### config.mk
export PLATFORM = sky130hd
export DESIGN_NAME = pds_front_flat
export DESIGN_NICKNAME = d
export VERILOG_FILES = /design/src/design/pds_pkg.sv /design/src/design/pds_in_if.sv /design/src/design/pds_front.sv /design/src/flat_wrapper.sv
export SDC_FILE = /design/constraint.sdc
export NUM_CORES = 1
export LEC_CHECK = 0
export BUFFER_PORTS_ARGS = -buffer_cell sky130_fd_sc_hd__buf_4
export CAP_MARGIN = 10
export CORE_ASPECT_RATIO = 1.4
export CORE_MARGIN = 1
export CORE_UTILIZATION = 52
export DETAILED_ROUTE_END_ITERATION = 8
export PLACE_DENSITY = 0.88
export SYNTH_ARGS = -nofsm -noshare
export SYNTH_HDL_FRONTEND = slang
export SYNTH_SLANG_ARGS = --single-unit
### constraint.sdc
create_clock -name clk -period 13.9 [get_ports clk]
set_input_delay 2.085 -clock clk [delete_from_list [all_inputs] [get_ports clk]]
set_output_delay 2.085 -clock clk [all_outputs]
set_load 0.03 [all_outputs]
### src/design/pds_pkg.sv
`timescale 1ns / 1ps

package pds_pkg;

	localparam int OP_W  = 2;
	localparam int POS_W = 16;
	localparam int LEN_W = 13;
	localparam int VAL_W = 12;
	localparam int CNT_W = 13;
	localparam int LIM_W = 13;

	localparam int DEPTH_DEF = 4096;
	localparam logic [LIM_W-1:0] LIMIT_RESET = 13'd4096;

	localparam int Q_DEPTH = 2;
	localparam int Q_PW    = $clog2(Q_DEPTH);

	typedef enum logic [OP_W-1:0] {
		OP_GET  = 2'd0,
		OP_SET  = 2'd1,
		OP_FILL = 2'd2
	} op_t;

	typedef enum logic [1:0] {
		K_NOP   = 2'd0,
		K_READ  = 2'd1,
		K_WRITE = 2'd2
	} kind_t;

	typedef struct packed {
		kind_t             kind;
		logic [POS_W-1:0]  addr;
		logic [CNT_W-1:0]  count;
		logic [VAL_W-1:0]  value;
	} cmd_t;

endpackage

### src/design/pds_in_if.sv
`timescale 1ns / 1ps

interface pds_in_if;
	import pds_pkg::*;

	logic             valid;
	logic             ready;
	logic [OP_W-1:0]  op;
	logic [POS_W-1:0] position;
	logic [LEN_W-1:0] length;
	logic [VAL_W-1:0] value;

	modport source (output valid, op, position, length, value, input ready);
	modport sink (input valid, op, position, length, value, output ready);

endinterface

### src/design/pds_front.sv
`timescale 1ns / 1ps

module pds_front #(
	parameter int DEPTH = 4096
) (
	input  logic                      clk,
	input  logic                      arst_n,
	input  logic                      cfg_we,
	input  logic [pds_pkg::LIM_W-1:0] cfg_wdata,
	pds_in_if.sink                    req,
	output logic                      cmd_valid,
	output pds_pkg::cmd_t             cmd,
	input  logic                      cmd_ready
);
	import pds_pkg::*;

	localparam int AW = (DEPTH > 1) ? $clog2(DEPTH) : 1;
	localparam int CW = (AW + 1 > POS_W) ? AW + 1 : POS_W;
	localparam logic [CW-1:0] DEPTH_C = CW'(DEPTH);

	logic [LIM_W-1:0] limit_q;
	logic [CW-1:0]    lim_eff;
	logic [CW-1:0]    pos_ext;
	logic [CW-1:0]    len_ext;
	logic [CW-1:0]    room;
	logic [CNT_W-1:0] fill_cnt;
	logic             in_range;

	always_ff @(posedge clk or negedge arst_n) begin
		if (!arst_n) begin
			limit_q <= LIMIT_RESET;
		end else if (cfg_we) begin
			limit_q <= cfg_wdata;
		end
	end

	// clamp the limit at the store depth, then clip the run at it
	always_comb begin
		lim_eff  = (CW'(limit_q) > DEPTH_C) ? DEPTH_C : CW'(limit_q);
		pos_ext  = CW'(req.position);
		len_ext  = CW'(req.length);
		in_range = pos_ext < lim_eff;
		room     = lim_eff - pos_ext;
		fill_cnt = (len_ext > room) ? CNT_W'(room) : req.length;
	end

	always_comb begin
		cmd.kind  = K_NOP;
		cmd.addr  = req.position;
		cmd.count = '0;
		cmd.value = req.value;
		case (req.op)
			OP_GET: begin
				if (in_range) begin
					cmd.kind = K_READ;
				end
			end
			OP_SET: begin
				if (in_range) begin
					cmd.kind  = K_WRITE;
					cmd.count = CNT_W'(1);
				end
			end
			OP_FILL: begin
				if (in_range && fill_cnt != '0) begin
					cmd.kind  = K_WRITE;
					cmd.count = fill_cnt;
				end
			end
			default: begin
				cmd.kind = K_NOP;
			end
		endcase
	end

	assign cmd_valid = req.valid;
	assign req.ready = cmd_ready;

endmodule

### src/flat_wrapper.sv
// flat-port wrapper written by rule: the top's interface ports become plain ports
module pds_front_flat import pds_pkg::*;
#(
	parameter int DEPTH = 4096
)
  (clk, arst_n, cfg_we, cfg_wdata, cmd_valid, cmd, cmd_ready, req_valid, req_op, req_position, req_length, req_value, req_ready);
  pds_in_if req_i ();
  input  logic clk;
  input  logic arst_n;
  input  logic cfg_we;
  input  logic [pds_pkg::LIM_W-1:0] cfg_wdata;
  output logic cmd_valid;
  output pds_pkg::cmd_t cmd;
  input  logic cmd_ready;
  input wire logic [$bits(req_i.valid)-1:0] req_valid;
  input wire logic [$bits(req_i.op)-1:0] req_op;
  input wire logic [$bits(req_i.position)-1:0] req_position;
  input wire logic [$bits(req_i.length)-1:0] req_length;
  input wire logic [$bits(req_i.value)-1:0] req_value;
  output wire logic [$bits(req_i.ready)-1:0] req_ready;
  assign req_i.valid = req_valid;
  assign req_i.op = req_op;
  assign req_i.position = req_position;
  assign req_i.length = req_length;
  assign req_i.value = req_value;
  assign req_ready = req_i.ready;
  pds_front #(.DEPTH(DEPTH)) u_core (.clk(clk), .arst_n(arst_n), .cfg_we(cfg_we), .cfg_wdata(cfg_wdata), .req(req_i), .cmd_valid(cmd_valid), .cmd(cmd), .cmd_ready(cmd_ready));
endmodule
# Yosys cells after proc, flatten, opt, wreduce, memory -nomap -nowiden
# Cells that the tools add are included.
totals:
  ff_bits: 13
  out_inout_bits: 45
  wordCells: 19
op_classes:
  add_sub_neg: 1
  magnitude_cmp: 3
  eq_ne: 2
  muxes: 9
  n_reduce_logical: 3
ops:
  columns: ["cell", "count"]
  rows:
  - ["13-bit 2-to-1 mux", 3]
  - ["13-bit one-hot mux with 2 select lines", 1]
  - ["13-bit by 16-bit > comparator with 1-bit output", 1]
  - ["16-bit < comparator", 1]
  - ["16-bit subtractor", 1]
  - ["13-bit > comparator (second input constant)", 1]
  - ["13-bit nonzero test", 1]
  - ["2-bit one-hot mux with 3 select lines", 1]
  - ["2-bit 2-to-1 mux", 2]
  - ["2-bit by 1-bit == test with 1-bit output (second input constant)", 1]
  - ["2-bit == test (second input constant)", 1]
  - ["2-bit logical NOT", 1]
  - ["1-bit 2-to-1 mux", 2]
  - ["1-bit logical AND", 1]

# Longest topological paths before layout
logic_depth:
  ltp_word: 9
  mapped_depth: 21
  mapped_depth_nobuf: 19

# Worst setup path before layout
# OpenSTA, ideal clock, no wires.
synth_path:
  kind: "input port to output port"
  startpoint: "in req_position[0]"
  endpoint: "out cmd[24] in the netlist's numbering"
  arrival_time_ps: 6062
  slack_ps: 5753
  path_stages: 19
  path_buffers: 1
  cell_sequence: "ha_1 > inv_1 > fa_1 > a21o_1 > a221oi_2 > o21ai_0 > a31oi_1 > xnor2_1 > inv_1 > ha_1 > a21oi_1 > nand2_1 > a221o_1 > a221oi_1 > a21o_1 > a21oi_1 > buf_4 > mux2i_1 > nor3_1"
synth_rtl:
  columns: ["item", "line", "text"]
  rows:
  - ["start, declared", "flat_wrapper.sv:17", "input wire logic [$bits(req_i.position)-1:0] req_position;"]
  - ["end, declared", "flat_wrapper.sv:13", "output pds_pkg::cmd_t cmd;"]

==> metrics.md <==
| Metric | Value |
|---|---|
| Status | complete, no violations |
| Crit end category | primary output |
| I/O pins | 106 |
| Mean cell area of the mapped netlist | 8.000 µm² |
| Skew final | 0 ns |
| Largest net degree at the start of global routing | 15 |
| Reg2reg start | u_core.limit_q[12] |
| CTS buffer count | 3 |
| Resized Gates After CTS | 0 |
| Setup Total Neg Slack | 0 ns |
| GRT Util Overall | 24.64% |
| Number of synthesized register bits | 13 |
| Unique masters post-synth | 48 |
| First-pass GRT wire length | 9.018 mm |
| Peak supply drop | 71.80 µV |
| Initial drt markers | 157 |
| Remaining antenna violation count | 0 |
| Post-Syn Nets | 379 |
| Post-synthesis sequential area ratio | between 10 and 15% |
| Reg-to-reg slack, setup | 12.99 ns |
| Longest Clk Path Bufs | 2 |
| Worst setup endpoint | cmd[16] |
| Layout cells sized above 1 | 29.91% |
| CORE AREA | 0.004239 mm² |
| Setup crit start | req_position[0] |
| CP arrival | 6.40 ns |
| P per Cell Area | 76.28 mW/mm² |
| DP HPWL | 4.632 mm |
| DRC | 0 |
| Largest register FFs | 13 |
| Vias in the first global route | 2134 |
| Clock-pin slew on the worst setup and hold paths | 0.05 ns |
| Drt total wl | 5.464 mm |
| Top reg by flops | u_core.limit_q |
| Die height | slightly above 80 µm |
| EDFF count, synth | 0 |
| Ys flop type | dfrtp_1 |
| Worst Setup Start Kind | primary input |
| RSZ-0062 raised after global routing | false |
| Largest registers | u_core.limit_q: 13 flops |
| Row count | 28 |
| Nets | about 420 |
| Clock Sinks | 13 |
| Final slew viol count | 0 |
| IO Port Bufs | between 70 and 80 |
| Max-slew headroom | 52.51% |
| Drt pass-1 iters | 4 |
| Min cycle time layout | between 8 and 9 ns |
| Crit share post-route | 61.01% |
| Final hold vios | 0 |
| Clock latency on the worst-skew pair | 0.24 ns |
| Initial antenna violation count | 0 |
| Fmax | approximately 120 MHz |
| Post-CTS setup buffer count | 0 |
| Asr flop ratio synth | 100.0% |
| DIE AREA | about 0.0047 mm² |
| Max Cap Violations | 0 |
| Die width | 58.16 µm |
| CP max FO | 12 |
| P&R area growth vs syn | 19.07% |
| R2R depth | 1 |
| WL per Instance | approximately 14 µm |
| Leak | 1.355 nW |
| Starting density of the core | 54.16% |
| Clock Tree Root | clkbuf_8 |
| Worst min-delay path class | reg -> reg |
| CTS tree | done |
| Tot Pwr | 0.2085 mW |
| Syn. warnings | 0 |
| GPL Wtd Cong | around 0.9 |
| Synthesized cell area | 0.002296 mm² |
| H-tree levels | 1 |
| Setup CP Type | in -> out |
| DR vias/cell | about 5.5 |
| Slew @ Worst Pin | 0.7097 ns |
| Diodes inserted | 0 |
| Finish-stage setup viols | 0 |
| Routed vias | 2158 |
| Req. time, crit path | between 10 and 15 ns |
| Grt total ovfl | 0 |
| Hold buffer count at cts | 0 |
| Post-Synthesis Cells | 287 |
| Reg2Reg Capture Point | u_core.limit_q[12] |
[cells by family after synthesis]
kind of cell	after synthesis	synth area share, %
XOR/XNOR	9	3.433
multiplexers	24	11.17
flip-flops	13	14.22
buffers and inverters	71	17.06
adder cells (fa/ha/maj)	31	17.22
AO/OA/AOI/OAI	54	16.46
AND/OR/NAND/NOR	85	20.44
[report_power, final]
group	internal, mW	leakage (nW)	switching, mW
combinational	0.0568	1.18	0.0745
clock	0.0202	0.0228	0.0123
sequential	0.0420	0.151	0.00280
total	0.119	1.36	0.0896
[how the worst min path moves through the flow]
| stage | cells past startpoint | to | from | slack [ns] |
|---|---|---|---|---|
| 3_5_place_dp | 1 | u_core.limit_q[6] | u_core.limit_q[6] | 0.49 |
| 2_1_floorplan | 1 | u_core.limit_q[5] | u_core.limit_q[5] | 0.47 |
| 3_3_place_gp | 1 | u_core.limit_q[11] | u_core.limit_q[11] | 0.48 |
| 6_report | 1 | u_core.limit_q[2] | u_core.limit_q[2] | 0.50 |
| 5_1_grt | 1 | u_core.limit_q[2] | u_core.limit_q[2] | 0.52 |
| 4_1_cts | 1 | u_core.limit_q[5] | u_core.limit_q[5] | 0.50 |
[synth_stat cells, types with 2 or more instances]
library cell	n	area [µm²]
a211oi_1	3	22.52
a21o_1	5	37.54
a21oi_1	17	85.08
a221oi_1	2	17.52
a311o_1	2	20.02
a31oi_1	4	25.02
and2_1	4	25.02
and3_1	5	31.28
and4_1	2	17.52
buf_4	31	232.7
clkbuf_1	4	15.01
dfrtp_1	12	300.3
ha_1	30	375.4
inv_1	33	123.9
mux2_2	13	146.4
mux2i_1	11	110.1
nand2_1	12	45.04
nand3_1	4	20.02
nand4_1	3	18.77
nor2_1	7	26.28
nor2b_1	12	75.07
nor3_1	23	115.1
nor4_1	4	25.02
o211ai_1	2	15.01
o21a_1	2	15.01
o21ai_0	9	45.04
or4_1	3	22.52
xnor2_1	6	52.55
xor2_1	3	26.28
[layer usage]
| metal | vias to the layer above | track usage [%] | part of all wire (%) |
|---|---|---|---|
| met2 | 84 | 47.70 | 55 |
| li1 | 1082 | - | - |
| met3 | 13 | 1.932 | 3.8 |
| met1 | 979 | 25.02 | 38 |
| met5 | - | 0 | 0 |
| met4 | 0 | 14.05 | 3.1 |
[cell usage in the layout (no fill, tap or decap), types with 4 or more instances in the layout]
cell type / count
mux2i_1: 11
nand3_1: 4
ha_1: 30
dfrtp_1: 12
mux2_2: 13
nor2b_1: 12
a31oi_1: 4
and2_1: 4
xnor2_1: 6
inv_1: 33
nor2_1: 7
o21ai_0: 9
a21o_1: 5
nand2_1: 12
buf_4: 78
nor4_1: 4
and3_1: 5
a21oi_1: 17
nor3_1: 23
[metrics by stage]
step	hold WS, ns	cells	setup WS (ns)	utilization, %	cell area (µm²)
detailed placement	0.4892	387	5.409	63.43	2689
finish	0.4966	391	5.419	64.49	2734
CTS	0.5011	391	5.407	64.49	2734
floorplan	0.4726	287	5.753	-	2296
global route	0.5172	391	4.994	64.49	2734
global placement	0.4820	387	5.543	63.43	2689
[layout make-up]
cell class | count | area, µm²
clock buffer | 4 | 45.04
fill | 365 | 1505
inverter | 33 | 123.9
multi-input combinational | 203 | 1578
sequential | 13 | 326.6
tap | 60 | 75.07
timing repair buffer | 78 | 585.6
[critical path, stage by stage]
cell      delay [ns]
buf_4           0.08
ha_1            0.15
inv_1           0.05
fa_1            0.40
a21o_1          0.20
a221oi_2        0.31
o21ai_0         0.22
a31oi_1         0.24
xnor2_1         0.20
inv_1           0.08
ha_1            0.31
a21oi_1         0.14
nand2_1         0.07
a221o_1         0.36
a221oi_1        0.25
a21o_1          0.20
a21oi_1         0.07
nor2_1          0.58
nor3_1          0.17
buf_4           0.21
No activity file was read; power rests on OpenSTA's default activity.
