`src/design/pds_pkg.sv`:
```
`timescale 1ns / 1ps

package pds_pkg;

	localparam int OP_W  = 2;
	localparam int POS_W = 16;
	localparam int LEN_W = 13;
	localparam int VAL_W = 12;
	localparam int CNT_W = 13;
	localparam int LIM_W = 13;

	localparam int DEPTH_DEF = 4096;
	localparam logic [LIM_W-1:0] LIMIT_RESET = 13'd4096;

	localparam int Q_DEPTH = 2;
	localparam int Q_PW    = $clog2(Q_DEPTH);

	typedef enum logic [OP_W-1:0] {
		OP_GET  = 2'd0,
		OP_SET  = 2'd1,
		OP_FILL = 2'd2
	} op_t;

	typedef enum logic [1:0] {
		K_NOP   = 2'd0,
		K_READ  = 2'd1,
		K_WRITE = 2'd2
	} kind_t;

	typedef struct packed {
		kind_t             kind;
		logic [POS_W-1:0]  addr;
		logic [CNT_W-1:0]  count;
		logic [VAL_W-1:0]  value;
	} cmd_t;

endpackage

```
`src/design/pds_queue.sv`:
```
`timescale 1ns / 1ps

module pds_queue (
	input  logic          clk,
	input  logic          arst_n,
	input  logic          push,
	input  pds_pkg::cmd_t din,
	output logic          ready,
	output logic          valid,
	output pds_pkg::cmd_t dout,
	input  logic          pop
);
	import pds_pkg::*;

	cmd_t            entry [Q_DEPTH];
	logic [Q_PW-1:0] wr_ptr_q;
	logic [Q_PW-1:0] rd_ptr_q;
	logic [Q_PW:0]   fill_q;
	logic            do_push;
	logic            do_pop;

	assign ready   = fill_q != (Q_PW + 1)'(Q_DEPTH);
	assign valid   = fill_q != '0;
	assign dout    = entry[rd_ptr_q];
	assign do_push = push && ready;
	assign do_pop  = pop && valid;

	always_ff @(posedge clk) begin
		if (do_push) begin
			entry[wr_ptr_q] <= din;
		end
	end

	always_ff @(posedge clk or negedge arst_n) begin
		if (!arst_n) begin
			wr_ptr_q <= '0;
			rd_ptr_q <= '0;
			fill_q   <= '0;
		end else begin
			if (do_push) begin
				wr_ptr_q <= (wr_ptr_q == Q_PW'(Q_DEPTH - 1)) ? '0 : wr_ptr_q + Q_PW'(1);
			end
			if (do_pop) begin
				rd_ptr_q <= (rd_ptr_q == Q_PW'(Q_DEPTH - 1)) ? '0 : rd_ptr_q + Q_PW'(1);
			end
			if (do_push && !do_pop) begin
				fill_q <= fill_q + (Q_PW + 1)'(1);
			end else if (do_pop && !do_push) begin
				fill_q <= fill_q - (Q_PW + 1)'(1);
			end
		end
	end

endmodule

```
`config.mk`:
```
export PLATFORM = sky130hd
export DESIGN_NAME = pds_queue
export DESIGN_NICKNAME = d
export VERILOG_FILES = /design/src/design/pds_pkg.sv /design/src/design/pds_queue.sv
export SDC_FILE = /design/constraint.sdc
export NUM_CORES = 1
export LEC_CHECK = 0
export CAP_MARGIN = 20
export CORE_ASPECT_RATIO = 1.4
export CORE_MARGIN = 1
export CORE_UTILIZATION = 50
export DETAILED_ROUTE_END_ITERATION = 7
export DONT_BUFFER_PORTS = 1
export HOLD_SLACK_MARGIN = 0.12
export SLEW_MARGIN = 40
export SYNTH_ARGS = -nofsm -noshare
export SYNTH_HDL_FRONTEND = slang
export SYNTH_SLANG_ARGS = --single-unit
```
`constraint.sdc`:
```
create_clock -name clk -period 3.47 [get_ports clk]
set_input_delay 0.1735 -clock clk [delete_from_list [all_inputs] [get_ports clk]]
set_output_delay 0.1735 -clock clk [all_outputs]
set_load 0.05 [all_outputs]
```
### Yosys cells after proc, flatten, opt, wreduce, memory -nomap -nowiden

Memory sizes are Yosys's and may differ from the RTL's.
Cells that the tools add are included.

| storage, ports and cells | value |
|---|---|
| register bits after elaboration | 4 |
| bits in writable memories | 86 |
| bits of input ports | 47 |
| output and inout port bits | 45 |
| word-level logic and storage cells | 23 |
| memories | 1 |

Memory list:

| name | depth | bits a word | read ports | clocked after memory_dff | write ports | RTL line | source |
|---|---|---|---|---|---|---|---|
| entry | 2 | 43 | 1 | 0 | 1 | pds_queue.sv:15 | `cmd_t entry [Q_DEPTH];` |

| operators by class | value |
|---|---|
| add/sub/neg operators | 4 |
| eq/ne operators | 1 |
| muxes and demuxes | 6 |
| reduce and logical (&&, ||, !) cells | 8 |

Operators by type and width:

| cell | number |
|---|---|
| 1-bit logical AND | 4 |
| 1-bit 2-to-1 mux | 4 |
| 2-bit 2-to-1 mux | 2 |
| 2-bit nonzero test | 2 |
| 1-bit adder (second input constant) | 2 |
| 2-bit by 1-bit adder with 2-bit output (second input constant) | 1 |
| 1-bit zero test | 2 |
| 2-bit != test (second input constant) | 1 |
| 2-bit by 1-bit subtractor with 2-bit output (second input constant) | 1 |

### Longest topological paths before layout

Gate-level depths: netlist of the first run.

| logic depth | value |
|---|---|
| word-level depth | 6 |
| gate-level depth with buffers | 7 |
| depth with buffers taken out | 7 |

### Worst setup path before layout of the first run

Ideal clock, no wire load.

| path | value |
|---|---|
| path kind | register to register |
| start | register fill_q[0] |
| end | memory entry[0][0] in the netlist's numbering (enable) |
| library setup time | 444 ps |
| arrival time | 2879 ps |
| data required time | 3026 ps |
| path slack | 147 ps |
| cell stages (with the launch flop) | 4 |
| period minus slack after synthesis | 3323 ps |
| cells stage by stage | dfrtp_1 -> nand2b_1 -> nand2_1 -> nor2_1 |

| on the way | value |
|---|---|
| word-level cells in the longest chain between the ends | 4 |

RTL lines:

| item | RTL line | source |
|---|---|---|
| start, declared | pds_queue.sv:18 | `logic [Q_PW:0] fill_q;` |
| start signal, assigned | pds_queue.sv:47 | `fill_q <= fill_q + (Q_PW + 1)'(1);` |
| start signal, assigned | pds_queue.sv:49 | `fill_q <= fill_q - (Q_PW + 1)'(1);` |
| 2-bit != test | pds_queue.sv:22 | `assign ready = fill_q != (Q_PW + 1)'(Q_DEPTH);` |
| named net ready | pds_queue.sv:8 | `output logic ready,` |
| 1-bit logical AND | pds_queue.sv:25 | `assign do_push = push && ready;` |
| 1-bit 2-to-1 mux | pds_queue.sv:29 | `if (do_push) begin` |
| 1-bit 2-to-1 mux (implied by the code) | pds_queue.sv:30 | `entry[wr_ptr_q] <= din;` |
| end, declared | pds_queue.sv:15 |  |

The timed path passes the listed nets, and every way through them passes these cells.

### Worst setup path after layout of the first run

| path | value |
|---|---|
| start | register fill_q[0] |
| end | memory entry[0][13] in the netlist's numbering (enable) |

Same word-level chain as after synthesis.

==> flow_summary.ini, run 1 <==
[outcome]
status = finished, final reports clean

[layout]
layout.cells.non_filler = 306
fin_area_um2 = 4220
area_delta_synth_final_pct = 20.7
fin_util_pct = 63.4
drive_gt1_share_pct = 29.4
n_antenna_cell = 0
n_fill_cell = 515
nNetsFinal = 257

[setup_path]
reg2reg_depth = 4
cp_max_fo = 26
criticalPathCategory = register to register
worst-endpoint-required_ns = 3.52
slowest_delay_ns = 0.61
path_cells = nand2b_1 > nand2_1 > nor2_4 > buf_4
crit_arrival_ns = 2.47
cp_slowest_cell = nor2_4
critical_path.startpoint_type = register
endpoint_kind = register

[grt]
grt_pass1_vias = 1665
grt_max_degree = 44
overflow = 0
grt_pass1_wl_mm = 8.13
grt.total_usage_pct = 15.5
antenna_found_initial = 0

[synthesis]
ys_ff_latch = 90
yosysWarningCount = 0
syn_area_um2 = 3500
yosysUniqueCellTypes = 15
ys_seq_area_share_pct = 76.7
syn_area_per_cell_um2 = 23.0
netlist_instances = 152
synth.net_count = 200

[timing]
rsz0062_at_grt = no
drv_slew = 0
setup_viol = 0
max_freq_mhz = 413
post-route-period-util_pct = 69.8
clock_skew_ns = 0.00425
fin_setup_tns_ns = 0
fin_crit_ns = 2.42
finalHoldViolCount = 0
slew_headroom_pct = 52.3
worst_pin_slew_ns = 0.714

[power_and_ir_drop]
p_leak_nw = 1.53
p_per_area_nw_per_um2 = 944
peakVddDrop_mv = 0.732

[clock_tree]
cts_made_buffers = 9
cts_tree = built
clk_latency_ns = 0.34
h-tree-depth = 3
cts.sinks = 90
postCtsResizedCells = 0
clk_path_buf_depth = 2
cts.clk_slew.worst_paths_ns = 0.08
cts_root_buf = clkbuf_8

[detailed_routing]
final_antenna_net_count = 0
initialDrtViolationCount = 74
vias = 1517
drc = 0
drt_first_pass_iters = 4
routedWlPerCell_um = 17.3
viasPerCell = 4.96
drt-total-wl_mm = 5.28

[floorplanning]
die-area_um2 = 7340
fp.dieH_um = 101
die_width_um = 72.7
io_pins = 92
core_um2 = 6660
initial_core_util_pct = 52.6
rows = 35

[placed_design]
dp_hpwl_mm = 3.37
placed_area_um2 = 3570
dp_cells = 243
numPortBuffers = 0
gp_congestion = 0.611

[job]
drv_cap = 0

[worst_hold_path]
whs_path_depth = 1
hp-class = input port to register
cell families after synthesis:
logic type | share of synthesized area (%)
buf+inv | 2.72
flops | 76.7
simple gates | 0.966
fa+ha+maj | 0.358
mux | 18.0
xor+xnor | 1.25
worst max-delay path, delay by kind of cell (launching register included):
family | cells | cell delay, ns
and+or+nand+nor | 3 | 1.39
DFF | 1 | 0.42
buffers and inverters | 1 | 0.32
flip-flops by register name, summed over array words and instances, names as in the netlist:
register / flops
entry: 86
fill_q: 2
rd_ptr_q: 1
wr_ptr_q: 1
synth_stat cells:
master / n / area [µm²]
inv_1: 1 / 3.75
buf_6: 1 / 11.3
ha_1: 1 / 12.5
or2_1: 1 / 6.26
dfrtp_1: 4 / 100
mux2_4: 39 / 586
nand2b_1: 1 / 6.26
xnor2_1: 3 / 26.3
xor2_1: 2 / 17.5
buf_12: 4 / 80.1
nand2_1: 2 / 7.51
edfxtp_1: 86 / 2580
mux2_2: 4 / 45.0
nor2_1: 2 / 7.51
and3_1: 1 / 6.26
worst paths after layout:
check / end / slack, ns / start
max: entry[0][13] / 1.05 / fill_q[0]
min: entry[1][15] / 0.37 / push
max reg2reg: entry[0][13] / 1.05 / fill_q[0]
min reg2reg: fill_q[1] / 0.50 / fill_q[1]
max in group asynchronous: rd_ptr_q / 2.65 / arst_n
min in group asynchronous: fill_q[1] / 0.63 / arst_n
through the flow:
step | total power [W] | hold slack, ns | setup WS (ns)
2_1_floorplan | 0.00325 | -0.122 | 0.147
3_3_place_gp | 0.00329 | -0.122 | 1.10
6_report | 0.00398 | 0.374 | 1.05
3_5_place_dp | 0.00333 | -0.122 | 1.05
5_1_grt | 0.00414 | 0.395 | 0.873
4_1_cts | 0.00403 | 0.383 | 1.04
layout by cell type, fill, tap and decap left out:
cell / netlist / routed
dfrtp_1: 4 / 3
clkbuf_1: 0 / 1
nand2b_1: 1 / 1
ha_1: 1 / 1
bufinv_16: 0 / 1
mux2_4: 39 / 39
clkbuf_8: 0 / 9
clkinv_1: 0 / 2
clkinvlp_4: 0 / 2
nor2_1: 2 / 1
nor2_4: 0 / 1
xor2_1: 2 / 2
mux2_2: 4 / 4
inv_1: 1 / 1
or2_1: 1 / 1
buf_4: 0 / 4
clkinv_2: 0 / 1
dlygate4sd3_1: 0 / 47
dfrtp_2: 0 / 1
edfxtp_1: 86 / 86
nand2_1: 2 / 2
and3_4: 0 / 1
xnor2_1: 3 / 3
cell type report:
cell class                      instances  area, µm²  area share, %
Timing Repair Buffer                   51        500           11.9
Multi-Input combinational cell         56        733           17.4
Tap cell                               92        115           2.73
Inverter                                1       3.75         0.0889
Clock inverter                          6       57.6           1.36
Clock buffer                           10        128           3.02
Sequential cell                        90       2680           63.6
layer usage:
layer,wire [µm],GRT usage [%],up-vias
met5,0,0,-
met4,80,8.14,0
met3,387,5.00,9
met2,2860,26.4,64
met1,1960,17.0,744
li1,-,-,700
where the power goes:
group / internal, W / switching [W] / total (W) / leakage [nW]
sequential: 0.00149 / 0.000139 / 0.00163 / 0.845
clock: 0.000327 / 0.000325 / 0.000652 / 0.0874
combinational: 0.000510 / 0.00119 / 0.00170 / 0.602
what timing repair did:
action	4_1_cts	5_1_grt
hold buffers	47	0
setup buffers	0	0
endpoints found under the hold margin	92	0
(Power assumes the default switching activity.)
==> inputs of run 2 (changes only) <==
Settings changed: PLACE_DENSITY set to 0.68.
Clock period 3.47 ns to 2.1 ns, I/O delays scaled along.
==> run 2 against run 1 <==
Net effect: setup slack got worse by 0.71 ns; sequential share of layout area decreased by 0.43 points; critical path depth decreased by 2; first-iteration DRC count decreased by 26%; count of clock-buffer cells in the layout unchanged; cell area increased by 0.68%; combinational power increased by 78%; largest cell class unchanged.
==> flow_summary.ini, run 2 (same netlist as run 1, synthesis figures left out) <==
[outcome]
status = finished, final reports clean

[clock_tree]
cts.sinks = 90
cts_tree = built
h-tree-depth = 3
cts_root_buf = clkbuf_8
post_cts_buffers = 0
clk_latency_ns = 0.34
cts.clk_slew.worst_paths_ns = 0.08
clk_path_buf_depth = 2
cts_made_buffers = 9

[power_and_ir_drop]
p_per_area_nw_per_um2 = 1550
p_leak_nw = 1.55
peakVddDrop_mv = 0.903

[detailed_routing]
drc = 0
drt_first_pass_iters = 4
drt-total-wl_mm = 5.67
viasPerCell = 4.98
initialDrtViolationCount = 55
routedWlPerCell_um = 18.3
final_antenna_net_count = 0
vias = 1540

[worst_hold_path]
worstHoldStart = push
hp-class = input port to register
min_delay_worst_endpoint = entry[1][13]
whs_path_depth = 2

[placed_design]
numPortBuffers = 0
gp_congestion = 0.697
dp_hpwl_mm = 3.68
dpl_worst_slack_ns = 0.534
placed_area_um2 = 3620

[layout]
nNetsFinal = 261
drive_gt1_share_pct = 31.3
layout_commonest_cell = edfxtp_1
mostFrequentLayoutCells = 86 x edfxtp_1, 47 x dlygate4sd3_1, 39 x mux2_4
fin_area_um2 = 4250
area_delta_synth_final_pct = 21.5
fin_util_pct = 63.9
regMostFlops = entry
largestRegisters = entry (86), fill_q (2)
largest_reg_flops = 86
n_antenna_cell = 0

[timing]
post-route-period-util_pct = 83.7
fin_setup_tns_ns = 0
finalHoldViolCount = 0
clock_skew_ns = 0.00420
setup_slack_ns = 0.342
setup_viol = 0
max_freq_mhz = 569
drv_slew = 0
whs_ns = 0.308
worst_pin_slew_ns = 0.468
slew_headroom_pct = 68.8
rsz0062_at_grt = no
fin_crit_ns = 1.76

[floorplanning]
io_pins = 92
rows = 35
die_width_um = 72.7
fp.dieH_um = 101
die-area_um2 = 7340
core_um2 = 6660
initial_core_util_pct = 52.6

[setup_path]
reg2reg_to = fill_q[1]
reg2reg_depth = 7
endpoint_kind = output pin
r2r_slack_ns = 0.47
criticalPathCategory = register to output pin
crit_arrival_ns = 1.65
worst-endpoint-required_ns = 2.00
regToRegStartpoint = fill_q[0]
critical_path.startpoint_type = register
cp_max_fo = 27

[job]
drv_cap = 0

[grt]
grt_max_degree = 32
antenna_found_initial = 0
grt_pass1_wl_mm = 8.52
grt.total_usage_pct = 16.6
grt_pass1_vias = 1694
overflow = 0
-- run 2: cell count changes in the layout (fill, tap and decap cells not counted), sizes merged --
cell and delta:
bufinv -1, buf +4
-- run 2: power by group --
group | total (W) | switching, W | leakage [nW] | internal, W
Sequential | 0.00259 | 0.000133 | 0.845 | 0.00246
Clock | 0.000965 | 0.000545 | 0.0758 | 0.000419
Combinational | 0.00302 | 0.00210 | 0.629 | 0.000918
Total | 0.00657 | 0.00278 | 1.55 | 0.00379
-- run 2: repair_timing --
item | CTS | global route
gates resized for setup | 0 | 0
hold buffers | 47 | 0
endpoints found under the hold margin | 92 | 0
setup endpoints to repair | 0 | 0
-- run 2: worst max-delay path, stage by stage (launching register included) --
cell,delay (ns)
dfrtp_2,0.36
buf_4,0.40
mux2_2,0.53
-- run 2: layout make-up --
cell class,instances,area (µm²)
Sequential cell,90,2680
Multi-Input combinational cell,56,732
Fill cell,495,2410
Clock buffer,10,128
Tap cell,92,115
Clock inverter,5,32.5
Inverter,1,3.75
Timing Repair Buffer,55,556
-- run 2: how the worst max path moves through the flow --
stage / start / to / slack, ns / cells past startpoint
final: rd_ptr_q / dout[27] / 0.34 / 2
after global routing: rd_ptr_q / dout[27] / 0.27 / 2
after CTS: rd_ptr_q / dout[27] / 0.31 / 2
after detailed placement: fill_q[0] / fill_q[1] / 0.53 / 7
after global placement: fill_q[0] / entry[1][41] / 0.62 / 4
after floorplan: fill_q[0] / entry[0][0] / 0.13 / 3
-- run 2: metrics by stage --
step | cells | power [W]
2_1_floorplan | 152 | 0.00538
3_3_place_gp | 247 | 0.00550
3_5_place_dp | 247 | 0.00559
4_1_cts | 309 | 0.00665
5_1_grt | 309 | 0.00682
6_report | 309 | 0.00657
-- run 2: per-layer routing --
metal  vias up  share of wire, %  GRT usage [%]
met3         7               6.4           5.10
met5         -                 0              0
met1       762                36           17.5
li1        705                 -              -
met2        66                56           29.5
met4         0               1.7           8.60
